<file path="src/rtl/ifs_pkg.sv">
// Shared types, constants and character helpers for the integer field scanner.
package ifs_pkg;

  localparam int COUNT_BITS_DEF = 16;

  localparam logic [1:0] CFG_BASE_MODE       = 2'd0;
  localparam logic [1:0] CFG_FIELD_WIDTH     = 2'd1;
  localparam logic [1:0] CFG_GROUPING_ENABLE = 2'd2;

  localparam logic [7:0] CH_ZERO  = 8'h30;
  localparam logic [7:0] CH_NINE  = 8'h39;
  localparam logic [7:0] CH_COMMA = 8'h2C;
  localparam logic [7:0] CH_PLUS  = 8'h2B;
  localparam logic [7:0] CH_MINUS = 8'h2D;
  localparam logic [7:0] CH_LC_X  = 8'h78;
  localparam logic [7:0] CH_LC_B  = 8'h62;
  localparam logic [7:0] CH_LC_A  = 8'h61;
  localparam logic [7:0] CH_LC_Z  = 8'h7A;
  localparam logic [7:0] CH_UC_A  = 8'h41;
  localparam logic [7:0] CH_UC_Z  = 8'h5A;
  localparam logic [7:0] CH_SPACE = 8'h20;
  localparam logic [7:0] CH_TAB   = 8'h09;
  localparam logic [7:0] CH_CR    = 8'h0D;

  localparam logic [6:0] NO_DIGIT = 7'd99;

  typedef enum logic [2:0] {
    B_AUTO = 3'd0,
    B_BIN  = 3'd1,
    B_OCT  = 3'd2,
    B_DEC  = 3'd3,
    B_HEX  = 3'd4
  } base_t;

  typedef struct packed {
    logic [2:0]  base_mode;
    logic [15:0] field_width;
    logic        grouping_enable;
  } cfg_t;

  typedef struct packed {
    logic [63:0] value;
    logic        success;
    logic [15:0] consumed;
  } result_t;

  function automatic logic is_space(input logic [7:0] c);
    return (c == CH_SPACE) || (c >= CH_TAB && c <= CH_CR);
  endfunction

  function automatic logic is_dec_digit(input logic [7:0] c);
    return (c >= CH_ZERO) && (c <= CH_NINE);
  endfunction

  function automatic logic [6:0] digit_val(input logic [7:0] c);
    logic [7:0] d;
    d = 8'(NO_DIGIT);
    if (c >= CH_ZERO && c <= CH_NINE) begin
      d = c - CH_ZERO;
    end else if (c >= CH_LC_A && c <= CH_LC_Z) begin
      d = c - CH_LC_A + 8'd10;
    end else if (c >= CH_UC_A && c <= CH_UC_Z) begin
      d = c - CH_UC_A + 8'd10;
    end
    return d[6:0];
  endfunction

  function automatic logic [4:0] radix_of(input base_t b);
    logic [4:0] r;
    unique case (b)
      B_BIN:   r = 5'd2;
      B_OCT:   r = 5'd8;
      B_HEX:   r = 5'd16;
      default: r = 5'd10;
    endcase
    return r;
  endfunction

  // acc * radix + digit, all shifts and adds (one extra add for decimal)
  function automatic logic [63:0] mac_radix(input logic [63:0] acc, input base_t b,
                                            input logic [6:0] v);
    logic [63:0] p;
    unique case (b)
      B_BIN:   p = acc << 1;
      B_OCT:   p = acc << 3;
      B_HEX:   p = acc << 4;
      default: p = (acc << 3) + (acc << 1);
    endcase
    return p + 64'(v);
  endfunction

endpackage

</file>
<file path="src/rtl/integer_field_scanner.sv">
// Top level of the integer field scanner: configuration registers and stage wiring.
// Scans one integer field from a text stream, one character per transfer. Leading
// whitespace is skipped, then an optional sign, an optional 0x/0b/0 prefix in automatic
// base (0x also in hex, 0b also in binary), digits (and comma thousands groups in decimal
// when enabled). The character that ends a field produces exactly one result and is
// dropped, unless it used up the field width and so counts into the field; all other
// characters produce none. One character is accepted every cycle while no result waits
// under out_stall, a rate set by the state update's one multiply-add by the radix. The
// result register loads when the engine takes the ending character from the input
// register and drives out_valid; while a result waits under out_stall the input stalls
// as well. Configuration is sampled at the first non-whitespace character of each field.
module integer_field_scanner import ifs_pkg::*; #(
  parameter int COUNT_BITS = COUNT_BITS_DEF
) (
  input  logic        clk,
  input  logic        rst_n,
  input  logic        cfg_we,
  input  logic [1:0]  cfg_index,
  input  logic [15:0] cfg_data,
  input  logic        in_valid,
  output logic        in_stall,
  input  logic [7:0]  in_text_char,
  output logic        out_valid,
  input  logic        out_stall,
  output logic [63:0] out_value,
  output logic        out_success,
  output logic [15:0] out_consumed
);

  cfg_t       cfg_r;
  logic       ch_vld;
  logic [7:0] ch;
  logic       out_ready;
  logic       step_en;
  logic       res_vld;
  result_t    res;

  always_ff @(posedge clk) begin
    if (!rst_n) begin
      cfg_r <= '0;
    end else if (cfg_we) begin
      unique case (cfg_index)
        CFG_BASE_MODE:       cfg_r.base_mode       <= cfg_data[2:0];
        CFG_FIELD_WIDTH:     cfg_r.field_width     <= cfg_data;
        CFG_GROUPING_ENABLE: cfg_r.grouping_enable <= cfg_data[0];
        default: ;
      endcase
    end
  end

  assign step_en = ch_vld & out_ready;

  ifs_in_stage u_in (
    .clk          (clk),
    .rst_n        (rst_n),
    .in_valid     (in_valid),
    .in_stall     (in_stall),
    .in_text_char (in_text_char),
    .take         (step_en),
    .vld          (ch_vld),
    .text_char    (ch)
  );

  ifs_engine #(
    .COUNT_BITS (COUNT_BITS)
  ) u_engine (
    .clk       (clk),
    .rst_n     (rst_n),
    .step_en   (step_en),
    .text_char (ch),
    .cfg       (cfg_r),
    .res_vld   (res_vld),
    .res       (res)
  );

  ifs_out_stage u_out (
    .clk          (clk),
    .rst_n        (rst_n),
    .load         (res_vld),
    .res          (res),
    .ready        (out_ready),
    .out_valid    (out_valid),
    .out_stall    (out_stall),
    .out_value    (out_value),
    .out_success  (out_success),
    .out_consumed (out_consumed)
  );

endmodule

</file>
<file path="src/rtl/ifs_in_stage.sv">
// Input register stage holding one text character.
module ifs_in_stage import ifs_pkg::*; (
  input  logic       clk,
  input  logic       rst_n,
  input  logic       in_valid,
  output logic       in_stall,
  input  logic [7:0] in_text_char,
  input  logic       take,
  output logic       vld,
  output logic [7:0] text_char
);

  logic       vld_r;
  logic [7:0] char_r;
  logic       accept;

  assign in_stall  = vld_r & ~take;
  assign accept    = in_valid & ~in_stall;
  assign vld       = vld_r;
  assign text_char = char_r;

  always_ff @(posedge clk) begin
    if (!rst_n) begin
      vld_r <= 1'b0;
    end else begin
      vld_r <= accept | (vld_r & ~take);
    end
  end

  always_ff @(posedge clk) begin
    if (accept) begin
      char_r <= in_text_char;
    end
  end

endmodule

</file>
<file path="src/rtl/ifs_engine.sv">
// Per-character field state update and result formation.
module ifs_engine import ifs_pkg::*; #(
  parameter int COUNT_BITS = COUNT_BITS_DEF
) (
  input  logic       clk,
  input  logic       rst_n,
  input  logic       step_en,
  input  logic [7:0] text_char,
  input  cfg_t       cfg,
  output logic       res_vld,
  output result_t    res
);

  localparam int CW = (COUNT_BITS > 16) ? COUNT_BITS : 16;

  typedef enum logic [2:0] {
    PH_IDLE   = 3'd0,
    PH_SIGN   = 3'd1,
    PH_ZERO   = 3'd2,
    PH_DIGITS = 3'd3,
    PH_GROUP  = 3'd4,
    PH_AFTER  = 3'd5
  } phase_t;

  phase_t                ph_r,   ph_nxt;
  logic [63:0]           acc_r,  acc_nxt;
  logic [63:0]           grp_r,  grp_nxt;
  logic [1:0]            la_r,   la_nxt;
  logic [2:0]            dc_r,   dc_nxt;
  logic [15:0]           wl_r,   wl_nxt;
  logic                  wlm_r,  wlm_nxt;
  base_t                 ab_r,   ab_nxt;
  logic                  gl_r,   gl_nxt;
  logic                  neg_r,  neg_nxt;
  logic [COUNT_BITS-1:0] cc_r,   cc_nxt;
  logic                  fin;
  logic [CW-1:0]         cc_ext;

  function automatic logic [COUNT_BITS-1:0] bump(input logic [COUNT_BITS-1:0] c,
                                                 input logic [2:0] n);
    logic [COUNT_BITS:0] s;
    s = {1'b0, c} + {{(COUNT_BITS-2){1'b0}}, n};
    return s[COUNT_BITS] ? '1 : s[COUNT_BITS-1:0];
  endfunction

  function automatic logic [15:0] take_w(input logic [15:0] w, input logic lim,
                                         input logic [2:0] n);
    logic [15:0] nw;
    nw = {13'd0, n};
    if (!lim) begin
      return w;
    end
    return (w < nw) ? 16'd0 : w - nw;
  endfunction

  always_comb begin
    logic       go_first;
    logic       go_digit;
    logic [6:0] dv;
    logic [7:0] lc;
    logic [63:0] v;
    go_first = 1'b0;
    go_digit = 1'b0;
    fin      = 1'b0;
    dv       = digit_val(text_char);
    lc       = text_char | CH_SPACE;
    ph_nxt   = ph_r;
    acc_nxt  = acc_r;
    grp_nxt  = grp_r;
    la_nxt   = la_r;
    dc_nxt   = dc_r;
    wl_nxt   = wl_r;
    wlm_nxt  = wlm_r;
    ab_nxt   = ab_r;
    gl_nxt   = gl_r;
    neg_nxt  = neg_r;
    cc_nxt   = cc_r;

    unique case (ph_r)
      PH_SIGN: begin
        go_first = 1'b1;
      end
      PH_ZERO: begin
        if ((lc == CH_LC_X && (ab_r == B_AUTO || ab_r == B_HEX)) ||
            (lc == CH_LC_B && (ab_r == B_AUTO || ab_r == B_BIN))) begin
          ab_nxt = (lc == CH_LC_X) ? B_HEX : B_BIN;
          cc_nxt = bump(cc_nxt, 3'd1);
          wl_nxt = take_w(wl_nxt, wlm_nxt, 3'd1);
          dc_nxt = 3'd0;
          ph_nxt = PH_DIGITS;
          if (wlm_nxt && wl_nxt < 16'd1) fin = 1'b1;
        end else begin
          if (ab_nxt == B_AUTO) ab_nxt = B_OCT;
          dc_nxt   = 3'd1;
          go_digit = 1'b1;
        end
      end
      PH_DIGITS: begin
        go_digit = 1'b1;
      end
      PH_GROUP: begin
        if (!is_dec_digit(text_char)) begin
          fin = 1'b1;
        end else begin
          grp_nxt = mac_radix(grp_r, B_DEC, dv);
          if (la_r < 2'd2) begin
            la_nxt = la_r + 2'd1;
          end else begin
            acc_nxt = grp_nxt;
            cc_nxt  = bump(cc_nxt, 3'd4);
            wl_nxt  = take_w(wl_nxt, wlm_nxt, 3'd4);
            dc_nxt  = 3'd4;
            la_nxt  = 2'd0;
            ph_nxt  = PH_AFTER;
            if (wlm_nxt && wl_nxt < 16'd4) fin = 1'b1;
          end
        end
      end
      PH_AFTER: begin
        if (text_char == CH_COMMA && (!wlm_r || wl_r >= 16'd4)) begin
          ph_nxt  = PH_GROUP;
          la_nxt  = 2'd0;
          grp_nxt = acc_r;
        end else begin
          fin = 1'b1;
        end
      end
      default: begin
        ph_nxt = PH_IDLE;
        if (is_space(text_char)) begin
          cc_nxt = bump(cc_nxt, 3'd1);
        end else begin
          wlm_nxt = (cfg.field_width != 16'd0);
          wl_nxt  = cfg.field_width;
          ab_nxt  = (cfg.base_mode <= 3'd4) ? base_t'(cfg.base_mode) : B_AUTO;
          gl_nxt  = cfg.grouping_enable;
          if (text_char == CH_MINUS || text_char == CH_PLUS) begin
            neg_nxt = (text_char == CH_MINUS);
            cc_nxt  = bump(cc_nxt, 3'd1);
            wl_nxt  = take_w(wl_nxt, wlm_nxt, 3'd1);
            ph_nxt  = PH_SIGN;
            if (wlm_nxt && wl_nxt < 16'd1) fin = 1'b1;
          end else begin
            go_first = 1'b1;
          end
        end
      end
    endcase

    if (go_first) begin
      if (text_char == CH_ZERO && (!wlm_nxt || wl_nxt >= 16'd2)) begin
        cc_nxt = bump(cc_nxt, 3'd1);
        wl_nxt = take_w(wl_nxt, wlm_nxt, 3'd1);
        ph_nxt = PH_ZERO;
      end else begin
        if (ab_nxt == B_AUTO) ab_nxt = (text_char == CH_ZERO) ? B_OCT : B_DEC;
        go_digit = 1'b1;
      end
    end

    if (go_digit) begin
      if (dv < {2'b00, radix_of(ab_nxt)}) begin
        acc_nxt = mac_radix(acc_nxt, ab_nxt, dv);
        cc_nxt  = bump(cc_nxt, 3'd1);
        wl_nxt  = take_w(wl_nxt, wlm_nxt, 3'd1);
        if (dc_nxt < 3'd4) dc_nxt = dc_nxt + 3'd1;
        ph_nxt  = PH_DIGITS;
        if (wlm_nxt && wl_nxt < 16'd1) fin = 1'b1;
      end else if (gl_nxt && ab_nxt == B_DEC && text_char == CH_COMMA &&
                   dc_nxt >= 3'd1 && dc_nxt <= 3'd3 &&
                   (!wlm_nxt || wl_nxt >= 16'd4)) begin
        ph_nxt  = PH_GROUP;
        la_nxt  = 2'd0;
        grp_nxt = acc_nxt;
      end else begin
        fin = 1'b1;
      end
    end

    v           = neg_nxt ? (64'd0 - acc_nxt) : acc_nxt;
    res.success = (dc_nxt != 3'd0);
    res.value   = res.success ? v : 64'd0;
    cc_ext      = CW'(cc_nxt);
    res.consumed = (cc_ext > CW'(16'hFFFF)) ? 16'hFFFF : cc_ext[15:0];

    if (fin) begin
      ph_nxt  = PH_IDLE;
      acc_nxt = 64'd0;
      grp_nxt = 64'd0;
      la_nxt  = 2'd0;
      dc_nxt  = 3'd0;
      wl_nxt  = 16'd0;
      wlm_nxt = 1'b0;
      ab_nxt  = B_AUTO;
      gl_nxt  = 1'b0;
      neg_nxt = 1'b0;
      cc_nxt  = '0;
    end
  end

  assign res_vld = step_en & fin;

  always_ff @(posedge clk) begin
    if (!rst_n) begin
      ph_r  <= PH_IDLE;
      acc_r <= 64'd0;
      grp_r <= 64'd0;
      la_r  <= 2'd0;
      dc_r  <= 3'd0;
      wl_r  <= 16'd0;
      wlm_r <= 1'b0;
      ab_r  <= B_AUTO;
      gl_r  <= 1'b0;
      neg_r <= 1'b0;
      cc_r  <= '0;
    end else if (step_en) begin
      ph_r  <= ph_nxt;
      acc_r <= acc_nxt;
      grp_r <= grp_nxt;
      la_r  <= la_nxt;
      dc_r  <= dc_nxt;
      wl_r  <= wl_nxt;
      wlm_r <= wlm_nxt;
      ab_r  <= ab_nxt;
      gl_r  <= gl_nxt;
      neg_r <= neg_nxt;
      cc_r  <= cc_nxt;
    end
  end

`ifndef ASSERT_OFF
  a_fin_clears: assert property (@(posedge clk) disable iff (!rst_n)
    res_vld |=> (ph_r == PH_IDLE && cc_r == '0 && dc_r == 3'd0))
    else $error("field state not cleared after result");

  a_la_in_group: assert property (@(posedge clk) disable iff (!rst_n)
    (ph_r != PH_GROUP) |-> (la_r == 2'd0))
    else $error("lookahead count live outside group");

  a_dc_range: assert property (@(posedge clk) disable iff (!rst_n)
    dc_r <= 3'd4)
    else $error("digit count above saturation");

  a_unlimited_width: assert property (@(posedge clk) disable iff (!rst_n)
    !wlm_r |-> (wl_r == 16'd0))
    else $error("width left nonzero without width limit");
`endif

endmodule

</file>
<file path="src/rtl/ifs_out_stage.sv">
// Result register stage driving the output channel.
module ifs_out_stage import ifs_pkg::*; (
  input  logic        clk,
  input  logic        rst_n,
  input  logic        load,
  input  result_t     res,
  output logic        ready,
  output logic        out_valid,
  input  logic        out_stall,
  output logic [63:0] out_value,
  output logic        out_success,
  output logic [15:0] out_consumed
);

  logic    vld_r;
  result_t res_r;

  assign ready        = ~vld_r | ~out_stall;
  assign out_valid    = vld_r;
  assign out_value    = res_r.value;
  assign out_success  = res_r.success;
  assign out_consumed = res_r.consumed;

  always_ff @(posedge clk) begin
    if (!rst_n) begin
      vld_r <= 1'b0;
    end else if (load) begin
      vld_r <= 1'b1;
    end else if (!out_stall) begin
      vld_r <= 1'b0;
    end
  end

  always_ff @(posedge clk) begin
    if (load) begin
      res_r <= res;
    end
  end

endmodule
</file>
<file path="config.mk">
export PLATFORM = sky130hd
export DESIGN_NAME = integer_field_scanner
export DESIGN_NICKNAME = d
export VERILOG_FILES = /design/src/rtl/ifs_pkg.sv /design/src/rtl/integer_field_scanner.sv /design/src/rtl/ifs_in_stage.sv /design/src/rtl/ifs_engine.sv /design/src/rtl/ifs_out_stage.sv
export SDC_FILE = /design/constraint.sdc
export NUM_CORES = 2
export LEC_CHECK = 0
export BUFFER_PORTS_ARGS = -buffer_cell sky130_fd_sc_hd__buf_4
export CAP_MARGIN = 15
export CORE_MARGIN = 2
export CORE_UTILIZATION = 59
export DETAILED_ROUTE_END_ITERATION = 7
export PLACE_DENSITY_LB_ADDON = 0.12
export SLEW_MARGIN = 30
export SYNTH_ARGS = -nofsm -noshare
export SYNTH_HDL_FRONTEND = slang
export SYNTH_SLANG_ARGS = --single-unit
</file>
<file path="constraint.sdc">
create_clock -name clk -period 10.78 [get_ports clk]
set_input_delay 0.539 -clock clk [delete_from_list [all_inputs] [get_ports clk]]
set_output_delay 0.539 -clock clk [all_outputs]
set_load 0.05 [all_outputs]
</file>
# Word level (Yosys, flattened, before mapping)
# Index checks and enable logic that the tools add are counted.
dict set report op_classes {
  n_addsub 21
  multipliers 0
  n_div 0
  n_lt_le_gt_ge 27
  n_eq_ne 21
  shifts 0
  n_mux 162
  bitwise_logic 10
  n_reduce_logical 40
}
# op count
set ops {}
lappend ops {{$mux W64} 17}
lappend ops {{$mux W16} 48}
lappend ops {{$pmux W64 S3} 1}
lappend ops {{$add A64 B64 Y64} 2}
lappend ops {{$add A64 B7 Y64} 2}
lappend ops {{$pmux W64 S2} 1}
lappend ops {{$lt A16 B1 Y1 const B} 7}
lappend ops {{$pmux W16 S3} 2}
lappend ops {{$mux W3} 26}
lappend ops {{$sub A1 B64 Y64 const A} 1}
lappend ops {{$sub A16 B1 Y16 const B} 4}
lappend ops {{$add A16 B1 Y17 const B} 3}
lappend ops {{$mux W1} 48}
lappend ops {{$eq A8 B6 Y1 const B} 5}
lappend ops {{$ge A16 B3 Y1 const B} 2}
lappend ops {{$lt A16 B3 Y1 const B} 2}
lappend ops {{$mux W7} 3}
lappend ops {{$add A16 B3 Y17 const B} 1}
lappend ops {{$logic_and A1 B1 Y1} 17}
lappend ops {{$ge A16 B2 Y1 const B} 1}
lappend ops {{$ge A8 B7 Y1 const B} 2}
lappend ops {{$gt A16 B16 Y1 const B} 1}
lappend ops {{$le A8 B7 Y1 const B} 2}
lappend ops {{$reduce_bool A16 Y1} 1}
lappend ops {{44 further kinds} 82}
dict set report word_totals {
  ff_bits 285
  latch_bits 0
  ramBits 0
  mem_bits_ro 0
  out_inout_bits 83
  n_memories 0
}

# Longest topological paths before layout
dict set report logic_depth {
  depth_word 33
  depth_mapped 44
  mapped_depth_nobuf 41
}

# Cells and area by module
# From an unflattened synthesis, not the netlist that was laid out.
dict set report unflattened {
  hier_cells 5185
  hier_area_um2 36670.2
}
# module n_inst cells_each area_each_um2 seq_area_each_um2
set modules_own_cells {}
lappend modules_own_cells {ifs_engine 1 5002 33108.0 3463.3}
lappend modules_own_cells {ifs_out_stage 1 85 2467.4 2452.4}
lappend modules_own_cells {integer_field_scanner 1 86 807.0 400.4}
lappend modules_own_cells {ifs_in_stage 1 12 287.8 260.2}

# Least setup slack after synthesis
# No wires, ideal clock.
dict set report synth_timing {
  kind {reg-to-reg}
  startpoint {register u_in.char_r[1] (netlist: u_in.text_char[1])}
  endpoint {register u_out.res_r (netlist bit u_out.out_value[62]) (data pin)}
  setup_ps 265
  arrival_ps 10161
  required_time_ps 10515
  slack_ps 354
  stages_incl_launch_ff 39
  period_less_slack_ps 10426
  path_cell_list {edfxtp_1 inv_1 ha_1 o21ba_2 o21ai_0 a21boi_0 clkbuf_1 clkbuf_1 clkbuf_1 clkbuf_1 buf_1 clkbuf_1 buf_1 clkbuf_1 buf_1 mux2i_1 inv_1 ha_1 [... 3 more ...] nor2_1 a21o_1 a31oi_1 o21ai_0 a221o_1 a311oi_1 xnor2_1 a221oi_1 a211oi_1 and3_1 clkbuf_1 nand2_1 nor4_1 a211oi_1 a311o_1 nor2_1 o221ai_1 or3_1}
}
dict set report synth_via {
  elab_chain_cells 19
  word_cells_on_any_way 89
  cone_classes {add/sub: 10; order compare: 11; eq/ne: 9; mux: 45; reduce/logical: 14}
}
# element line_no
set synth_rtl {}
lappend synth_rtl {{start: declaration} ifs_in_stage.sv:14} ;# logic [7:0] char_r;
lappend synth_rtl {{start signal: assignment} ifs_in_stage.sv:32} ;# char_r <= in_text_char;
lappend synth_rtl {{parallel branches: the longest is 19 deep, another holds $add A64 B7 Y64} n/a}
lappend synth_rtl {{end signal: assignment} ifs_out_stage.sv:36} ;# res_r <= res;
lappend synth_rtl {{end: declaration} ifs_out_stage.sv:16} ;# result_t res_r;
# Several ways; the timed one is not identified. The select of a mux whose other input is x is not followed.
# A chain may end at the register's enable or synchronous reset.

# Worst setup path after layout
dict set report layout_timing {
  startpoint {register u_in.char_r[6] (netlist: u_in.text_char[6])}
  endpoint {register u_out.res_r (netlist bit u_out.out_value[63]) (data pin)}
}
# Same word-level chain as after synthesis.

==> results.yml <==
timing:
  setup_viol: 0
  worst_pin_slew_ns: 1.12
  finClkSkew_ns: 0.0362
  finalSetupTns_ns: 0
  period_share_pct: 97.3
  fin_hold_ws_ns: 0.118
  hold_violations: 0
  slew_viol_final: 0
  max_slew_margin_pct: 24.7
  post-route-min-period_ns: 10.49
  clock.fmax_mhz: 95.3
global_routing:
  grt_max_degree: 125
  grt_pass1_wl_mm: 234
  antenna_found_initial: 2
  grt_usage_pct: 47.8
  grt_pass1_vias: 40213
  grt-ovfl-total: 0
clock_network:
  cts_made_buffers: 35
  htreeDepth: 2
  clockRootBuffer: "clkbuf_16"
  cts.path.max_buffers: 3
  cts_tree: "yes"
  insertion_delay_ns: 0.61
  path_clk_slew_ns: 0.06
  postCtsHoldBufs: 0
  cts_sinks: 284
floorplan:
  initial_core_util_pct: 59.4
  coreArea_um2: 60000
  die_area_um2: 62400
  die_w_um: 250
  ios: 114
  rows: 90
  fp.dieH_um: 250
place:
  gp_congestion: 1.08
  dpl.hpwl_mm: 113
  numPortBuffers: 113
power:
  power_per_cell_area_nw_per_um2: 72.4
  power_leakage_uw: 0.0147
  ir_drop_uv: 103
synthesis:
  ys_warn_count: 0
  syn_avg_cell_area_um2: 7.04
  ys_types: 104
  async_flop_share_pct: 0
  synth_edf_count: 89
  synth_fp_nets: 5264
  netlist_area_um2: 35700
  yosysTopAreaCell: "dfxtp_1"
  synth_top_area_share_pct: 10.9
  synth_cells: 5069
  synth_area_leaders: "dfxtp_1 (11%), edfxtp_1 (7.5%), nand2_1 (6.7%)"
  synth_common_cells: "nand2_1 (641), o21ai_0 (418), nor2_1 (410)"
  synth_seq_cells: 284
  yosysMostFrequentCell: "nand2_1"
  synth_flop_cell: "dfxtp_1"
  seq_area_frac_synth_pct: 18.4
detailed_routing:
  drc: 0
  finalWirelength_mm: 155
  ant_nets: 0
  wl_per_cell_um: 26.2
  via_count: 43082
  viasPerCell: 7.30
  drt_iter0_drc: 5308
  dr.pass1.iters: 7
setup_path:
  cp_max_fo: 16
  arrival_ns: 10.82
  worst_r2r_path_depth: 36
  critical-path-slowest-cell: "nor3b_1"
  critPathLaunchType: "flip-flop"
  critPathKind: "flip-flop to flip-flop"
  endpoint_kind: "flip-flop"
  cp-startpoint: "u_in.text_char[6]"
  r2r_start: "u_in.text_char[6]"
  cp_slowest_stage_delay_ns: 0.71
  worstPathRequired_ns: 11.11
hold_path:
  hold_start: "in_text_char[4]"
  hold_class: "primary input to flip-flop"
  holdPathStages: 1
layout:
  area_growth_pct: 10.9
  drive_above_1_share_pct: 11.5
  nets: 5291
  antenna_cells: 0
job:
  maxCapViolCount: 0
status:
  status: "finished, final reports clean"
metal layers:
metal	vias up	wire length (µm)	track usage, %
met4	4	18900	47.8
met1	19841	52200	51.3
li1	19353	-	-
met2	2870	68600	76.8
met3	1014	14800	10.4
met5	-	27	0
per-stage QoR:
stage / worst slack, ns / std cells / cell area [µm²] / utilization [%] / power, µW
after floorplan: 0.354 / 5069 / 35700 / - / 1470
after global placement: 0.122 / 5823 / 37800 / 63.0 / 1610
final: 0.290 / 5904 / 39500 / 65.9 / 2860
after CTS: 0.00971 / 5886 / 39000 / 64.9 / 2820
after detailed placement: -0.0211 / 5823 / 37800 / 63.0 / 1610
after global routing: -0.277 / 5904 / 39500 / 65.9 / 2920
power by group:
part | internal (µW) | total (µW) | switching (µW) | leakage (µW)
Sequential | 1120 | 1140 | 13.2 | 0.00238
Clock | 707 | 1240 | 537 | 0.000577
Combinational | 142 | 483 | 341 | 0.0117
Total | 1970 | 2860 | 892 | 0.0147
cells in the final DEF, fill, tap and decap left out, types with 35 or more instances in the layout:
cell type,n
inv_1,109
nand3_1,150
nand2_1,638
a22oi_1,61
ha_1,159
or3_1,36
dfxtp_1,195
and4_1,44
edfxtp_1,89
buf_4,322
nand4_1,126
mux2i_1,60
a21boi_0,35
a211oi_1,59
a22o_1,56
xnor2_1,166
a221oi_1,41
a31oi_1,83
o211ai_1,102
o22ai_1,38
clkbuf_16,37
o21a_1,44
a21oi_1,330
and3_1,62
xor2_1,78
nor2b_1,37
or4_1,42
o21ai_0,405
nand2b_1,44
a21o_1,73
nor4_1,68
and2_1,87
nor3_1,151
o31ai_1,59
nor2_1,397
worst paths after layout:
path / to / slack, ns
min: u_in.text_char[4] / 0.12
min reg2reg: u_engine.dc_r[0] / 0.45
max: u_out.out_value[63] / 0.29
max reg2reg: u_out.out_value[63] / 0.29
critical path: cells and delay by family, from the launching register on:
family          cells  cell delay, ns
fa+ha+maj           3            0.80
flops               1            0.57
simple gates       15            4.60
compound gates     13            3.29
buf+inv             5            0.92
registers in the layout (all words and copies together), names as in the netlist, 2 cells and up:
name	cells
u_engine.ab_r	3
u_engine.acc_r	64
u_out.out_consumed	16
u_out.out_value	64
u_engine.dc_r	3
u_engine.wl_r	16
u_engine.la_r	2
cfg_r	20
u_engine.cc_r	16
u_engine.grp_r	63
u_in.text_char	8
u_engine.ph_r	3
timing repair:
action / 4_1_cts / 5_1_grt
pin swaps: 0 / 14
resized for setup: 3 / 93
endpoints found under the setup margin: 2 / 51
buffers inserted: 0 / 16
cells by family after synthesis:
logic type | Yosys count | synth area share, %
fa+ha+maj | 164 | 5.84
flops | 284 | 18.4
compound gates | 1778 | 33.5
xor+xnor | 245 | 6.02
simple gates | 2077 | 29.3
mux | 74 | 2.12
buf+inv | 447 | 4.79
cell type report:
cell class	instances	area (µm²)
repair buffers	325	2480
well taps	782	978
inverters	112	424
multi-input cells	4338	27900
fillers	5410	20500
clock inverters	11	105
clock buffers	52	1050
flip-flops and latches	284	6580
(Power assumes the default switching activity.)
